<file path="config.mk">
export PLATFORM = sky130hd
export DESIGN_NAME = sync_marker_integer_framer_flat
export DESIGN_NICKNAME = d
export VERILOG_FILES = /design/src/smf_pkg.sv /design/src/smf_if.sv /design/src/smf_front.sv /design/src/smf_queue.sv /design/src/smf_back.sv /design/src/sync_marker_integer_framer.sv /design/src/flat_wrapper.sv
export SDC_FILE = /design/constraint.sdc
export NUM_CORES = 1
export LEC_CHECK = 0
export BUFFER_PORTS_ARGS = -buffer_cell sky130_fd_sc_hd__buf_2
export CAP_MARGIN = 10
export CORE_ASPECT_RATIO = 1.5
export CORE_MARGIN = 2
export CORE_UTILIZATION = 58
export DETAILED_ROUTE_END_ITERATION = 12
export GPL_ROUTABILITY_DRIVEN = 1
export PLACE_DENSITY = 0.84
export SYNTH_ARGS = -nofsm -noshare
export SYNTH_HDL_FRONTEND = slang
export SYNTH_SLANG_ARGS = --single-unit
</file>
<file path="constraint.sdc">
create_clock -name clk -period 3.9 [get_ports clk]
set_input_delay 0.585 -clock clk [delete_from_list [all_inputs] [get_ports clk]]
set_output_delay 0.585 -clock clk [all_outputs]
set_load 0.1 [all_outputs]
</file>
<file path="src/smf_pkg.sv">
package smf_pkg;

    localparam int FRAME_BUFFER_BYTES = 1024;
    localparam int OVERHEAD_BYTES     = 6;
    localparam int ROOM_BYTES         = (FRAME_BUFFER_BYTES > OVERHEAD_BYTES)
                                        ? FRAME_BUFFER_BYTES - OVERHEAD_BYTES : 0;
    localparam int LIMIT_WIDE_INT     = (ROOM_BYTES / 4 > 255) ? 255 : ROOM_BYTES / 4;
    localparam int LIMIT_NARROW_INT   = (ROOM_BYTES / 2 > 255) ? 255 : ROOM_BYTES / 2;
    localparam logic [7:0] LIMIT_WIDE   = LIMIT_WIDE_INT[7:0];
    localparam logic [7:0] LIMIT_NARROW = LIMIT_NARROW_INT[7:0];

    localparam int QUEUE_DEPTH = 2;

    localparam logic OP_START = 1'b0;
    localparam logic OP_WORD  = 1'b1;

    localparam logic [7:0] SYNC0        = 8'hAA;
    localparam logic [7:0] SYNC1        = 8'h55;
    localparam logic [7:0] SYNC2        = 8'hA5;
    localparam logic [7:0] SYNC3_WIDE   = 8'h5A;
    localparam logic [7:0] SYNC3_NARROW = 8'h5B;

    typedef enum logic [1:0] {
        ST_OK    = 2'd0,
        ST_TRUNC = 2'd1,
        ST_BUSY  = 2'd2,
        ST_DROP  = 2'd3
    } status_t;

    typedef enum logic [1:0] {
        CMD_HEADER,
        CMD_WORD,
        CMD_REJECT
    } cmd_kind_t;

    typedef struct packed {
        cmd_kind_t   kind;
        status_t     status;
        logic        wide;
        logic        closes;
        logic [7:0]  count;
        logic [31:0] data;
    } cmd_t;

endpackage

</file>
<file path="src/smf_if.sv">
interface smf_in_if;
    logic               valid;
    logic               ready;
    logic               op;
    logic [15:0]        word_count;
    logic               wide;
    logic signed [31:0] data_word;

    modport source (output valid, op, word_count, wide, data_word, input ready);
    modport sink (input valid, op, word_count, wide, data_word, output ready);
endinterface

interface smf_out_if;
    logic       valid;
    logic       ready;
    logic [7:0] tx_byte;
    logic       byte_valid;
    logic       frame_end;
    logic       last;
    logic [1:0] status;

    modport source (output valid, tx_byte, byte_valid, frame_end, last, status, input ready);
    modport sink (input valid, tx_byte, byte_valid, frame_end, last, status, output ready);
endinterface

</file>
<file path="src/smf_front.sv">
module smf_front #(
    parameter int FRAME_BUFFER_BYTES = smf_pkg::FRAME_BUFFER_BYTES
) (
    input  logic         clk,
    input  logic         rst_n,
    smf_in_if.sink       in_ch,
    input  logic         q_full,
    output logic         push,
    output smf_pkg::cmd_t push_cmd
);
    import smf_pkg::*;

    localparam int FRAME_ROOM       = (FRAME_BUFFER_BYTES > OVERHEAD_BYTES)
                                      ? FRAME_BUFFER_BYTES - OVERHEAD_BYTES : 0;
    localparam int WIDE_LIMIT_INT   = (FRAME_ROOM / 4 > 255) ? 255 : FRAME_ROOM / 4;
    localparam int NARROW_LIMIT_INT = (FRAME_ROOM / 2 > 255) ? 255 : FRAME_ROOM / 2;
    localparam logic [7:0] WIDE_LIMIT   = WIDE_LIMIT_INT[7:0];
    localparam logic [7:0] NARROW_LIMIT = NARROW_LIMIT_INT[7:0];

    logic       open_reg, open_next;
    logic       wide_reg, wide_next;
    logic [7:0] left_reg, left_next;
    logic [7:0] limit;
    logic [7:0] count;
    logic       trunc;

    assign in_ch.ready = !q_full;
    assign push        = in_ch.valid && !q_full;

    always_comb
    begin
        limit = in_ch.wide ? WIDE_LIMIT : NARROW_LIMIT;
        trunc = in_ch.word_count > {8'd0, limit};
        count = trunc ? limit : in_ch.word_count[7:0];

        open_next = open_reg;
        wide_next = wide_reg;
        left_next = left_reg;

        push_cmd.kind   = CMD_REJECT;
        push_cmd.status = ST_OK;
        push_cmd.wide   = wide_reg;
        push_cmd.closes = 1'b0;
        push_cmd.count  = count;
        push_cmd.data   = in_ch.data_word;

        if (in_ch.op == OP_START)
        begin
            if (open_reg)
            begin
                push_cmd.status = ST_BUSY;
            end
            else
            begin
                push_cmd.kind   = CMD_HEADER;
                push_cmd.status = trunc ? ST_TRUNC : ST_OK;
                push_cmd.wide   = in_ch.wide;
                open_next       = count != 8'd0;
                wide_next       = in_ch.wide;
                left_next       = count;
            end
        end
        else
        begin
            if (!open_reg)
            begin
                push_cmd.status = ST_DROP;
            end
            else
            begin
                push_cmd.kind   = CMD_WORD;
                push_cmd.closes = left_reg <= 8'd1;
                left_next       = left_reg - 8'd1;
                if (left_reg <= 8'd1)
                begin
                    open_next = 1'b0;
                    left_next = 8'd0;
                end
            end
        end
    end

    always_ff @(posedge clk or negedge rst_n)
    begin
        if (!rst_n)
        begin
            open_reg <= 1'b0;
            wide_reg <= 1'b0;
            left_reg <= 8'd0;
        end
        else if (push)
        begin
            open_reg <= open_next;
            wide_reg <= wide_next;
            left_reg <= left_next;
        end
    end

endmodule

</file>
<file path="src/smf_queue.sv">
module smf_queue (
    input  logic          clk,
    input  logic          rst_n,
    input  logic          push,
    input  smf_pkg::cmd_t push_cmd,
    output logic          full,
    input  logic          pop,
    output smf_pkg::cmd_t head,
    output logic          empty
);
    import smf_pkg::*;

    localparam int PTR_W = (QUEUE_DEPTH > 1) ? $clog2(QUEUE_DEPTH) : 1;
    localparam int CNT_W = $clog2(QUEUE_DEPTH + 1);
    localparam logic [CNT_W-1:0] DEPTH_CNT = CNT_W'(QUEUE_DEPTH);
    localparam logic [PTR_W-1:0] LAST_PTR  = PTR_W'(QUEUE_DEPTH - 1);

    cmd_t             slot_reg [QUEUE_DEPTH];
    logic [PTR_W-1:0] wr_reg;
    logic [PTR_W-1:0] rd_reg;
    logic [CNT_W-1:0] cnt_reg;

    assign full  = cnt_reg == DEPTH_CNT;
    assign empty = cnt_reg == '0;
    assign head  = slot_reg[rd_reg];

    always_ff @(posedge clk)
    begin
        if (push)
        begin
            slot_reg[wr_reg] <= push_cmd;
        end
    end

    always_ff @(posedge clk or negedge rst_n)
    begin
        if (!rst_n)
        begin
            wr_reg  <= '0;
            rd_reg  <= '0;
            cnt_reg <= '0;
        end
        else
        begin
            if (push)
            begin
                wr_reg <= (wr_reg == LAST_PTR) ? '0 : wr_reg + 1'b1;
            end
            if (pop)
            begin
                rd_reg <= (rd_reg == LAST_PTR) ? '0 : rd_reg + 1'b1;
            end
            if (push && !pop)
            begin
                cnt_reg <= cnt_reg + 1'b1;
            end
            else if (pop && !push)
            begin
                cnt_reg <= cnt_reg - 1'b1;
            end
        end
    end

endmodule

</file>
<file path="src/smf_back.sv">
module smf_back (
    input  logic          clk,
    input  logic          rst_n,
    input  smf_pkg::cmd_t head,
    input  logic          empty,
    output logic          pop,
    smf_out_if.source     out_ch
);
    import smf_pkg::*;

    logic       ovalid_reg;
    logic [7:0] byte_reg, byte_next;
    logic       bvalid_reg, bvalid_next;
    logic       fend_reg, fend_next;
    logic       last_reg, last_next;
    logic [1:0] status_reg;
    logic [2:0] idx_reg;
    logic [7:0] sum_reg, sum_next;
    logic [2:0] nbytes;
    logic [7:0] word_byte;
    logic       load;
    logic       done;

    assign out_ch.valid      = ovalid_reg;
    assign out_ch.tx_byte    = byte_reg;
    assign out_ch.byte_valid = bvalid_reg;
    assign out_ch.frame_end  = fend_reg;
    assign out_ch.last       = last_reg;
    assign out_ch.status     = status_reg;

    assign load = !empty && (!ovalid_reg || out_ch.ready);
    assign pop  = load && done;

    always_comb
    begin
        nbytes      = head.wide ? 3'd4 : 3'd2;
        word_byte   = head.data[{idx_reg[1:0], 3'b000} +: 8];
        byte_next   = 8'd0;
        bvalid_next = 1'b1;
        fend_next   = 1'b0;
        last_next   = 1'b0;
        sum_next    = sum_reg;
        done        = 1'b0;

        unique case (head.kind)
            CMD_HEADER:
            begin
                unique case (idx_reg)
                    3'd0: byte_next = SYNC0;
                    3'd1: byte_next = SYNC1;
                    3'd2: byte_next = SYNC2;
                    3'd3: byte_next = head.wide ? SYNC3_WIDE : SYNC3_NARROW;
                    3'd4:
                    begin
                        byte_next = head.count;
                        sum_next  = head.count;
                        last_next = head.count != 8'd0;
                        done      = head.count != 8'd0;
                    end
                    default:
                    begin
                        byte_next = sum_reg;
                        fend_next = 1'b1;
                        last_next = 1'b1;
                        done      = 1'b1;
                    end
                endcase
            end
            CMD_WORD:
            begin
                if (idx_reg < nbytes)
                begin
                    byte_next = word_byte;
                    sum_next  = sum_reg + word_byte;
                    if (idx_reg == nbytes - 3'd1 && !head.closes)
                    begin
                        last_next = 1'b1;
                        done      = 1'b1;
                    end
                end
                else
                begin
                    byte_next = sum_reg;
                    fend_next = 1'b1;
                    last_next = 1'b1;
                    done      = 1'b1;
                end
            end
            default:
            begin
                bvalid_next = 1'b0;
                last_next   = 1'b1;
                done        = 1'b1;
            end
        endcase
    end

    always_ff @(posedge clk)
    begin
        if (load)
        begin
            byte_reg   <= byte_next;
            bvalid_reg <= bvalid_next;
            fend_reg   <= fend_next;
            last_reg   <= last_next;
            status_reg <= head.status;
        end
    end

    always_ff @(posedge clk or negedge rst_n)
    begin
        if (!rst_n)
        begin
            ovalid_reg <= 1'b0;
            idx_reg    <= 3'd0;
            sum_reg    <= 8'd0;
        end
        else
        begin
            if (load)
            begin
                ovalid_reg <= 1'b1;
                sum_reg    <= sum_next;
                idx_reg    <= done ? 3'd0 : idx_reg + 3'd1;
            end
            else if (out_ch.ready)
            begin
                ovalid_reg <= 1'b0;
            end
        end
    end

endmodule

</file>
<file path="src/sync_marker_integer_framer.sv">
// Frames 16- or 32-bit integers for a serial link, one byte per transfer on out_ch.
// A start transfer yields the sync marker AA 55 A5 5A (32-bit) or AA 55 A5 5B (16-bit)
// and a count byte clamped to the buffer limit (five bytes, six with the checksum when
// the count is zero); a word transfer yields 2 or 4 bytes little-endian, plus the
// checksum byte after the last counted word. Rejected starts and dropped words give
// one transfer with byte_valid low. Output pace is one byte per cycle while out_ch.ready
// holds, so an item occupies the serializer for 1 to 6 bytes (4 for a 32-bit word, 5
// when it also carries the checksum); a two-entry command queue lets input transfers be
// taken while bytes drain, until the queue is full.
module sync_marker_integer_framer #(
    parameter int FRAME_BUFFER_BYTES = smf_pkg::FRAME_BUFFER_BYTES
) (
    input  logic      clk,
    input  logic      rst_n,
    smf_in_if.sink    in_ch,
    smf_out_if.source out_ch
);
    import smf_pkg::*;

    cmd_t push_cmd;
    cmd_t head;
    logic push;
    logic pop;
    logic q_full;
    logic q_empty;

    smf_front #(
        .FRAME_BUFFER_BYTES (FRAME_BUFFER_BYTES)
    ) u_front (
        .clk      (clk),
        .rst_n    (rst_n),
        .in_ch    (in_ch),
        .q_full   (q_full),
        .push     (push),
        .push_cmd (push_cmd)
    );

    smf_queue u_queue (
        .clk      (clk),
        .rst_n    (rst_n),
        .push     (push),
        .push_cmd (push_cmd),
        .full     (q_full),
        .pop      (pop),
        .head     (head),
        .empty    (q_empty)
    );

    smf_back u_back (
        .clk    (clk),
        .rst_n  (rst_n),
        .head   (head),
        .empty  (q_empty),
        .pop    (pop),
        .out_ch (out_ch)
    );

endmodule

</file>
<file path="src/flat_wrapper.sv">
// flat-port wrapper written by rule: the top's interface ports become plain ports
module sync_marker_integer_framer_flat import smf_pkg::*;
#(
    parameter int FRAME_BUFFER_BYTES = smf_pkg::FRAME_BUFFER_BYTES
)
  (clk, rst_n, in_ch_valid, in_ch_op, in_ch_word_count, in_ch_wide, in_ch_data_word, in_ch_ready, out_ch_valid, out_ch_tx_byte, out_ch_byte_valid, out_ch_frame_end, out_ch_last, out_ch_status, out_ch_ready);
  smf_in_if in_ch_i ();
  smf_out_if out_ch_i ();
  input  logic clk;
  input  logic rst_n;
  input wire logic [$bits(in_ch_i.valid)-1:0] in_ch_valid;
  input wire logic [$bits(in_ch_i.op)-1:0] in_ch_op;
  input wire logic [$bits(in_ch_i.word_count)-1:0] in_ch_word_count;
  input wire logic [$bits(in_ch_i.wide)-1:0] in_ch_wide;
  input wire logic [$bits(in_ch_i.data_word)-1:0] in_ch_data_word;
  output wire logic [$bits(in_ch_i.ready)-1:0] in_ch_ready;
  output wire logic [$bits(out_ch_i.valid)-1:0] out_ch_valid;
  output wire logic [$bits(out_ch_i.tx_byte)-1:0] out_ch_tx_byte;
  output wire logic [$bits(out_ch_i.byte_valid)-1:0] out_ch_byte_valid;
  output wire logic [$bits(out_ch_i.frame_end)-1:0] out_ch_frame_end;
  output wire logic [$bits(out_ch_i.last)-1:0] out_ch_last;
  output wire logic [$bits(out_ch_i.status)-1:0] out_ch_status;
  input wire logic [$bits(out_ch_i.ready)-1:0] out_ch_ready;
  assign in_ch_i.valid = in_ch_valid;
  assign in_ch_i.op = in_ch_op;
  assign in_ch_i.word_count = in_ch_word_count;
  assign in_ch_i.wide = in_ch_wide;
  assign in_ch_i.data_word = in_ch_data_word;
  assign in_ch_ready = in_ch_i.ready;
  assign out_ch_valid = out_ch_i.valid;
  assign out_ch_tx_byte = out_ch_i.tx_byte;
  assign out_ch_byte_valid = out_ch_i.byte_valid;
  assign out_ch_frame_end = out_ch_i.frame_end;
  assign out_ch_last = out_ch_i.last;
  assign out_ch_status = out_ch_i.status;
  assign out_ch_i.ready = out_ch_ready;
  sync_marker_integer_framer #(.FRAME_BUFFER_BYTES(FRAME_BUFFER_BYTES)) u_core (.clk(clk), .rst_n(rst_n), .in_ch(in_ch_i), .out_ch(out_ch_i));
endmodule
</file>
## Word-level counts from Yosys, hierarchy flattened

Memories as Yosys holds them, arrays and structs flattened.
Index checks and enable logic that the tools add are counted.

- Shifts and indexed selects: 1
- $add $sub $neg: 8
- $lt $le $gt $ge: 3
- Eq/ne operators: 11
- Reductions and logical operators: 26
- Muxes and demuxes: 45

Operators with widths:

| kind | count |
|---|---|
| 8-bit 2-to-1 mux | 8 |
| 8-bit one-hot mux with 5 select lines | 1 |
| 8-bit one-hot mux with 2 select lines | 2 |
| 32-bit by 6-bit variable part select with 8-bit output | 1 |
| 1-bit 2-to-1 mux | 22 |
| 16-bit by 8-bit greater-than comparator with 1-bit output | 1 |
| 8-bit nonzero test | 2 |
| 2-bit 2-to-1 mux | 6 |
| 8-bit adder | 1 |
| 8-bit by 1-bit <= comparator with 1-bit output (second input constant) | 1 |
| 8-bit by 1-bit subtractor with 8-bit output (second input constant) | 1 |
| 3-bit by 2-bit equality test with 1-bit output (second input constant) | 2 |
| 1-bit logical AND | 6 |
| 1-bit zero test | 6 |
| 3-bit 2-to-1 mux | 2 |
| 1-bit one-hot mux with 2 select lines | 3 |
| 2-bit nonzero test | 3 |
| 5-bit OR reduction | 1 |
| 2-bit zero test | 2 |
| 4-bit 2-to-1 mux | 1 |
| 2-bit by 1-bit != test with 1-bit output (second input constant) | 2 |
| 2-bit != test (second input constant) | 2 |
| 4-bit AND reduction | 1 |
| 4-bit OR reduction | 1 |
| other kinds (15) | 16 |

- Register bits: 39
- Memories: 1
- Bits in writable memories: 92
- Output and inout bits: 15
- Input bits: 54
- Word-level logic and storage cells: 109

Memories:

| memory | depth | bits a word | read ports | clocked after Yosys merged registers in | wr ports | RTL line | source |
|---|---|---|---|---|---|---|---|
| u_core.u_queue.slot_reg | 2 | 46 | 1 | 0 | 1 | smf_queue.sv:18 | `cmd_t slot_reg [QUEUE_DEPTH];` |

## Logic depth before layout (Yosys ltp)

An unclocked memory read counts as a cell.

- Word-level depth: 12
- Gate-level depth with buffers: 15

## By module

A second synthesis with hierarchy kept.

- Cells, all modules: 490
- Area, all modules: 6717.7 µm²

Modules (own cells, without submodules):

| module | cells each | area an instance (µm²) | instances | sequential area each (µm²) |
|---|---|---|---|---|
| smf_queue | 159 | 3629.7 | 1 | 2862.7 |
| smf_back | 186 | 1958.1 | 1 | 690.7 |
| smf_front | 145 | 1129.8 | 1 | 250.2 |

## Worst setup path after synthesis

No wires, ideal clock.

- Kind: reg2reg
- Start: reg u_core.u_queue.cnt_reg[0]
- End: mem u_core.u_queue.slot_reg[0][0] (netlist name), enable pin
- Data arrival time: 3543 ps
- Path slack: -91 ps
- Cell stages (with the launch flop): 4
- Path through: dfrtp_1 > nand2b_1 > nand2_1 > nor2_1

- Cells in the longest elaborated chain, start to end: 5

RTL lines:

| element | RTL line | source |
|---|---|---|
| start, declared | smf_queue.sv:21 | `logic [CNT_W-1:0] cnt_reg;` |
| start signal, assigned | smf_queue.sv:55 | `cnt_reg <= cnt_reg + 1'b1;` |
| start signal, assigned | smf_queue.sv:59 | `cnt_reg <= cnt_reg - 1'b1;` |
| 2-bit equality test | smf_queue.sv:23 | `assign full = cnt_reg == DEPTH_CNT;` |
| 1-bit zero test | - |  |
| named net in_ch_ready | flat_wrapper.sv:16 | `output wire logic [$bits(in_ch_i.ready)-1:0] in_ch_ready;` |
| 1-bit logical AND | smf_front.sv:28 | `assign push = in_ch.valid && !q_full;` |
| 1-bit 2-to-1 mux | smf_queue.sv:29 | `if (push)` |
| 1-bit 2-to-1 mux (not written as such) | smf_queue.sv:31 | `slot_reg[wr_reg] <= push_cmd;` |
| end, declared | smf_queue.sv:18 |  |

The timed path passes the listed nets, and every way through them passes these cells.

## Worst setup path after layout

- Start: reg u_core.u_queue.rd_reg
- End: reg u_core.u_back.sum_reg[7]

- Cells in the longest elaborated chain, start to end: 5

RTL lines:

| element | RTL line | source |
|---|---|---|
| start, declared | smf_queue.sv:20 | `logic [PTR_W-1:0] rd_reg;` |
| start signal, assigned | smf_queue.sv:51 | `rd_reg <= (rd_reg == LAST_PTR) ? '0 : rd_reg + 1'b1;` |
| memory read 2 x 46 bit (*) | - |  |
| 32-bit by 6-bit variable part select with 8-bit output / 3-bit 2-to-1 mux (equally long branches) | smf_back.sv:37, smf_back.sv:36 |  |
| 8-bit adder / 3-bit < comparator (equally long branches) | smf_back.sv:74, smf_back.sv:71 |  |
| 8-bit 2-to-1 mux / 2-bit != test (equally long branches) | - |  |
| 8-bit one-hot mux with 2 select lines / 4-bit AND reduction (equally long branches) | - |  |
| end signal, assigned | smf_back.sv:123 | `sum_reg <= sum_next;` |
| end, declared | smf_back.sv:18 | `logic [7:0] sum_reg, sum_next;` |

Mark *: on every way between the ends. The rest lies on a longest branch, timed or not. The select of a mux whose other input is x is not followed.
A chain may end at the register's enable or synchronous reset.

==> summary.md <==
| Metric | Value |
|---|---|
| Initial antenna violation count | `0` |
| Synthesis-stage register bit count | `129` |
| Min Hold Slack | `204 ps` |
| Origin of the worst setup path | `u_core.u_queue.rd_reg$_DFFE_PN0P_` |
| CTS tree | `built` |
| RSZ-0062 raised after global routing | `no` |
| Global-route wire length before repair | `21,200 um` |
| Worst-Skew Late Latency | `420 ps` |
| Mapped cell area | `6090 um^2` |
| Least-Margin Pin Slew | `1070 ps` |
| # setup viols final | `0` |
| Maxcap violations | `0` |
| Post-synth top cells | `edfxtp_1, nand2_1, dfrtp_1` |
| Largest net degree at the start of global routing | `46` |
| Num ports | `69` |
| Post-DP Area | `6590 um^2` |
| Sequential fraction of the synthesis area | `61.5%` |
| Via Count | `4,152` |
| VDD IR-drop max | `409 uV` |
| Avg WL per Cell | `19.6 um` |
| Worst R2R Setup Slack | `490 ps` |
| Initial core utilization | `59.8%` |
| Hold Crit Class | `input port to asynchronous set/reset pin` |
| Die X-Extent | `87.7 um` |
| First-pass detailed-route iteration total | `6` |
| Most common flop cell mapped by yosys | `edfxtp_1` |
| Share of cells above drive strength 1 | `24.4%` |
| Mapped Cells | `455` |
| Final TNS setup | `0 ps` |
| DRC viols | `0` |
| Num CTS Buffers | `17` |
| Longest Clk Path Bufs | `2` |
| Achievable Freq | `294 MHz` |
| Syn avg cell area | `13.4 um^2` |
| Final nets | `607` |
| Setup crit start kind | `register` |
| Reg-to-reg critical path startpoint | `u_core.u_queue.rd_reg$_DFFE_PN0P_` |
| Period utilisation layout | `87.3%` |
| Top post-synthesis cells by area | `edfxtp_1, dfrtp_1, mux4_2` |
| Number of global-route vias before repair | `4,193` |
| Htree depth | `4` |
| Vias per cell | `6.04` |
| Yosys warning count | `0` |
| Number of synthesized flops with an enable pin | `103` |
| CP endpoint kind | `register` |
| Pre-CTS setup slack | `549 ps` |
| Reg2Reg Depth | `10` |
| XOR/XNOR share of the synthesized area | `1.44%` |
| Post-CTS setup buffer count | `0` |
| Fin util | `70.1%` |
| Cts hold-fix bufs | `0` |
| Fin. Hold Viols | `0` |
| Max reg flops | `90` |
| Setup Skew | `11.4 ps` |
| Die Y | `129 um` |
| Final GP Congestion | `0.918` |
| Synth Area in Simple Gates | `9.64%` |
| CP Data Arrival Time | `3750 ps` |
| Leakage power total | `2.73 nW` |
| Final WS setup | `494 ps` |
| Post-CTS Resized | `0` |
| Min Tclk post-route | `3410 ps` |
| Status | `finished clean` |
| Clk slew on worst S/H paths | `60 ps` |
| Crit Path Class | `register to register` |
| Routed WL | `13,400 um` |
| Area leader, netlist | `edfxtp_1` |
| Syn_nets | `529` |
| CORE AREA | `10,200 um^2` |
| Antenna cells | `0` |
| Congestion Overflow GR | `0` |
| Fin area | `7140 um^2` |
| Mux cell area share after synthesis | `9.86%` |
| Input/output buffers | `68` |
| Synth top area share | `50.8%` |
| Starting DRC count in detailed routing | `322` |
| DIE AREA | `11,400 um^2` |
| Power Dens Cells | `917 nW/um^2` |
| Max-slew headroom | `29.0%` |
| Largest family of logic cells by synthesized area | `compound AO/OA/AOI/OAI gates` |
| Required time worst endpoint | `4250 ps` |
| DP HPWL | `9390 um` |
| Critical path endpoint | `u_core.u_back.sum_reg[7]$_DFFE_PN0P_` |
| Area growth, synth to finish | `17.2%` |
| Max-slew violations | `0` |
| FFs w/ async S/R, synth | `20.2%` |
| Clock root buffer | `clkbuf_16` |
| Post-synthesis cell type count | `57` |
| Row cnt | `45` |
| Total clock sinks | `129` |
| Count leader, synth | `edfxtp_1` |
| Synth Area in Compound Gates | `10.9%` |
| Adder-Cell Fraction of Synth Area | `4.23%` |
| Total GRT Usage | `25.7%` |
| RR Endpoint | `u_core.u_back.sum_reg[7]$_DFFE_PN0P_` |
| Antenna-violating nets left | `0` |
| CP Max Fanout | `14` |
-- how the worst min path moves through the flow --
stage / from / end / slack [ps] / cells past startpoint
6_report: rst_n / u_core.u_front.left_reg[7]$_DFFE_PN0P_ / 200 / 1
5_1_grt: rst_n / u_core.u_front.left_reg[7]$_DFFE_PN0P_ / 250 / 1
4_1_cts: rst_n / u_core.u_front.left_reg[7]$_DFFE_PN0P_ / 210 / 1
3_5_place_dp: u_core.u_back.out_ch.valid$_DFFE_PN0P_ / u_core.u_back.out_ch.valid$_DFFE_PN0P_ / 490 / 2
3_3_place_gp: u_core.u_back.out_ch.valid$_DFFE_PN0P_ / u_core.u_back.out_ch.valid$_DFFE_PN0P_ / 470 / 2
2_1_floorplan: rst_n / u_core.u_back.idx_reg[0]$_DFFE_PN0P_ / 290 / 0
-- power breakdown --
group          switching (W)  internal (W)  total [W]
Sequential          0.000278       0.00197    0.00225
Combinational        0.00184      0.000958    0.00280
Clock               0.000565      0.000932    0.00150
-- placed cells by master, fill, tap and decap left out, types with 3 or more instances in the layout --
cell       Yosys  layout
buf_2          4      68
a21o_1         7       7
buf_4          3       7
o221ai_1       3       3
mux2i_1       15      15
edfxtp_1     103     103
ha_1          19      19
nand3_1       13      13
o211ai_1       4       4
inv_1         14      14
clkinv_1       2       5
o21ai_1       15      15
clkbuf_16      0      17
a21oi_1       18      18
clkbuf_1       8       4
nor3_1        10      10
nor2_1        22      21
a221o_1        3       3
o2bb2ai_1      3       3
or3_1          3       3
nor4_1         9       9
mux2_2         4       4
nand2_1       48      48
a31oi_1        3       3
o21ai_0       18      18
o21a_1         3       3
xnor2_1        8       8
mux4_2        16      16
or2_1          4       4
dfrtp_1       26      25
o21bai_1       3       3
nand2b_1       5       5
-- worst max-delay path: stages, from the launching register on --
cell	delay [ps]
dfrtp_2	650
mux4_2	560
mux2i_1	320
inv_1	90
ha_1	300
a211oi_1	390
nor3_1	110
a211oi_1	280
xnor2_1	120
or4_1	420
nand3_1	100
-- logic make-up after synthesis --
kind of cell	Yosys count
multiplexers	38
AO/OA/AOI/OAI	98
adder cells (fa/ha/maj)	20
XOR/XNOR	10
flip-flops	129
AND/OR/NAND/NOR	126
buffers and inverters	34
-- cell type report --
cell class | count | area [um^2]
flip-flops and latches | 129 | 3740
fillers | 672 | 3050
multi-input cells | 292 | 2200
clock buffers | 21 | 440
repair buffers | 75 | 393
well taps | 141 | 176
clock inverters | 11 | 114
inverters | 18 | 67.6
-- stage by stage --
| step | std cells | power [W] |
|---|---|---|
| floorplan | 455 | 0.00439 |
| global placement | 655 | 0.00495 |
| detailed placement | 655 | 0.00503 |
| CTS | 687 | 0.00655 |
| global route | 687 | 0.00687 |
| finish | 687 | 0.00655 |
-- per-layer routing --
metal / routed length [um] / GRT usage [%]
met2: 7270 / 44.9
met3: 726 / 6.05
met4: 577 / 14.2
met1: 4860 / 28.3
met5: 0 / 0
(Power assumes the default switching activity.)
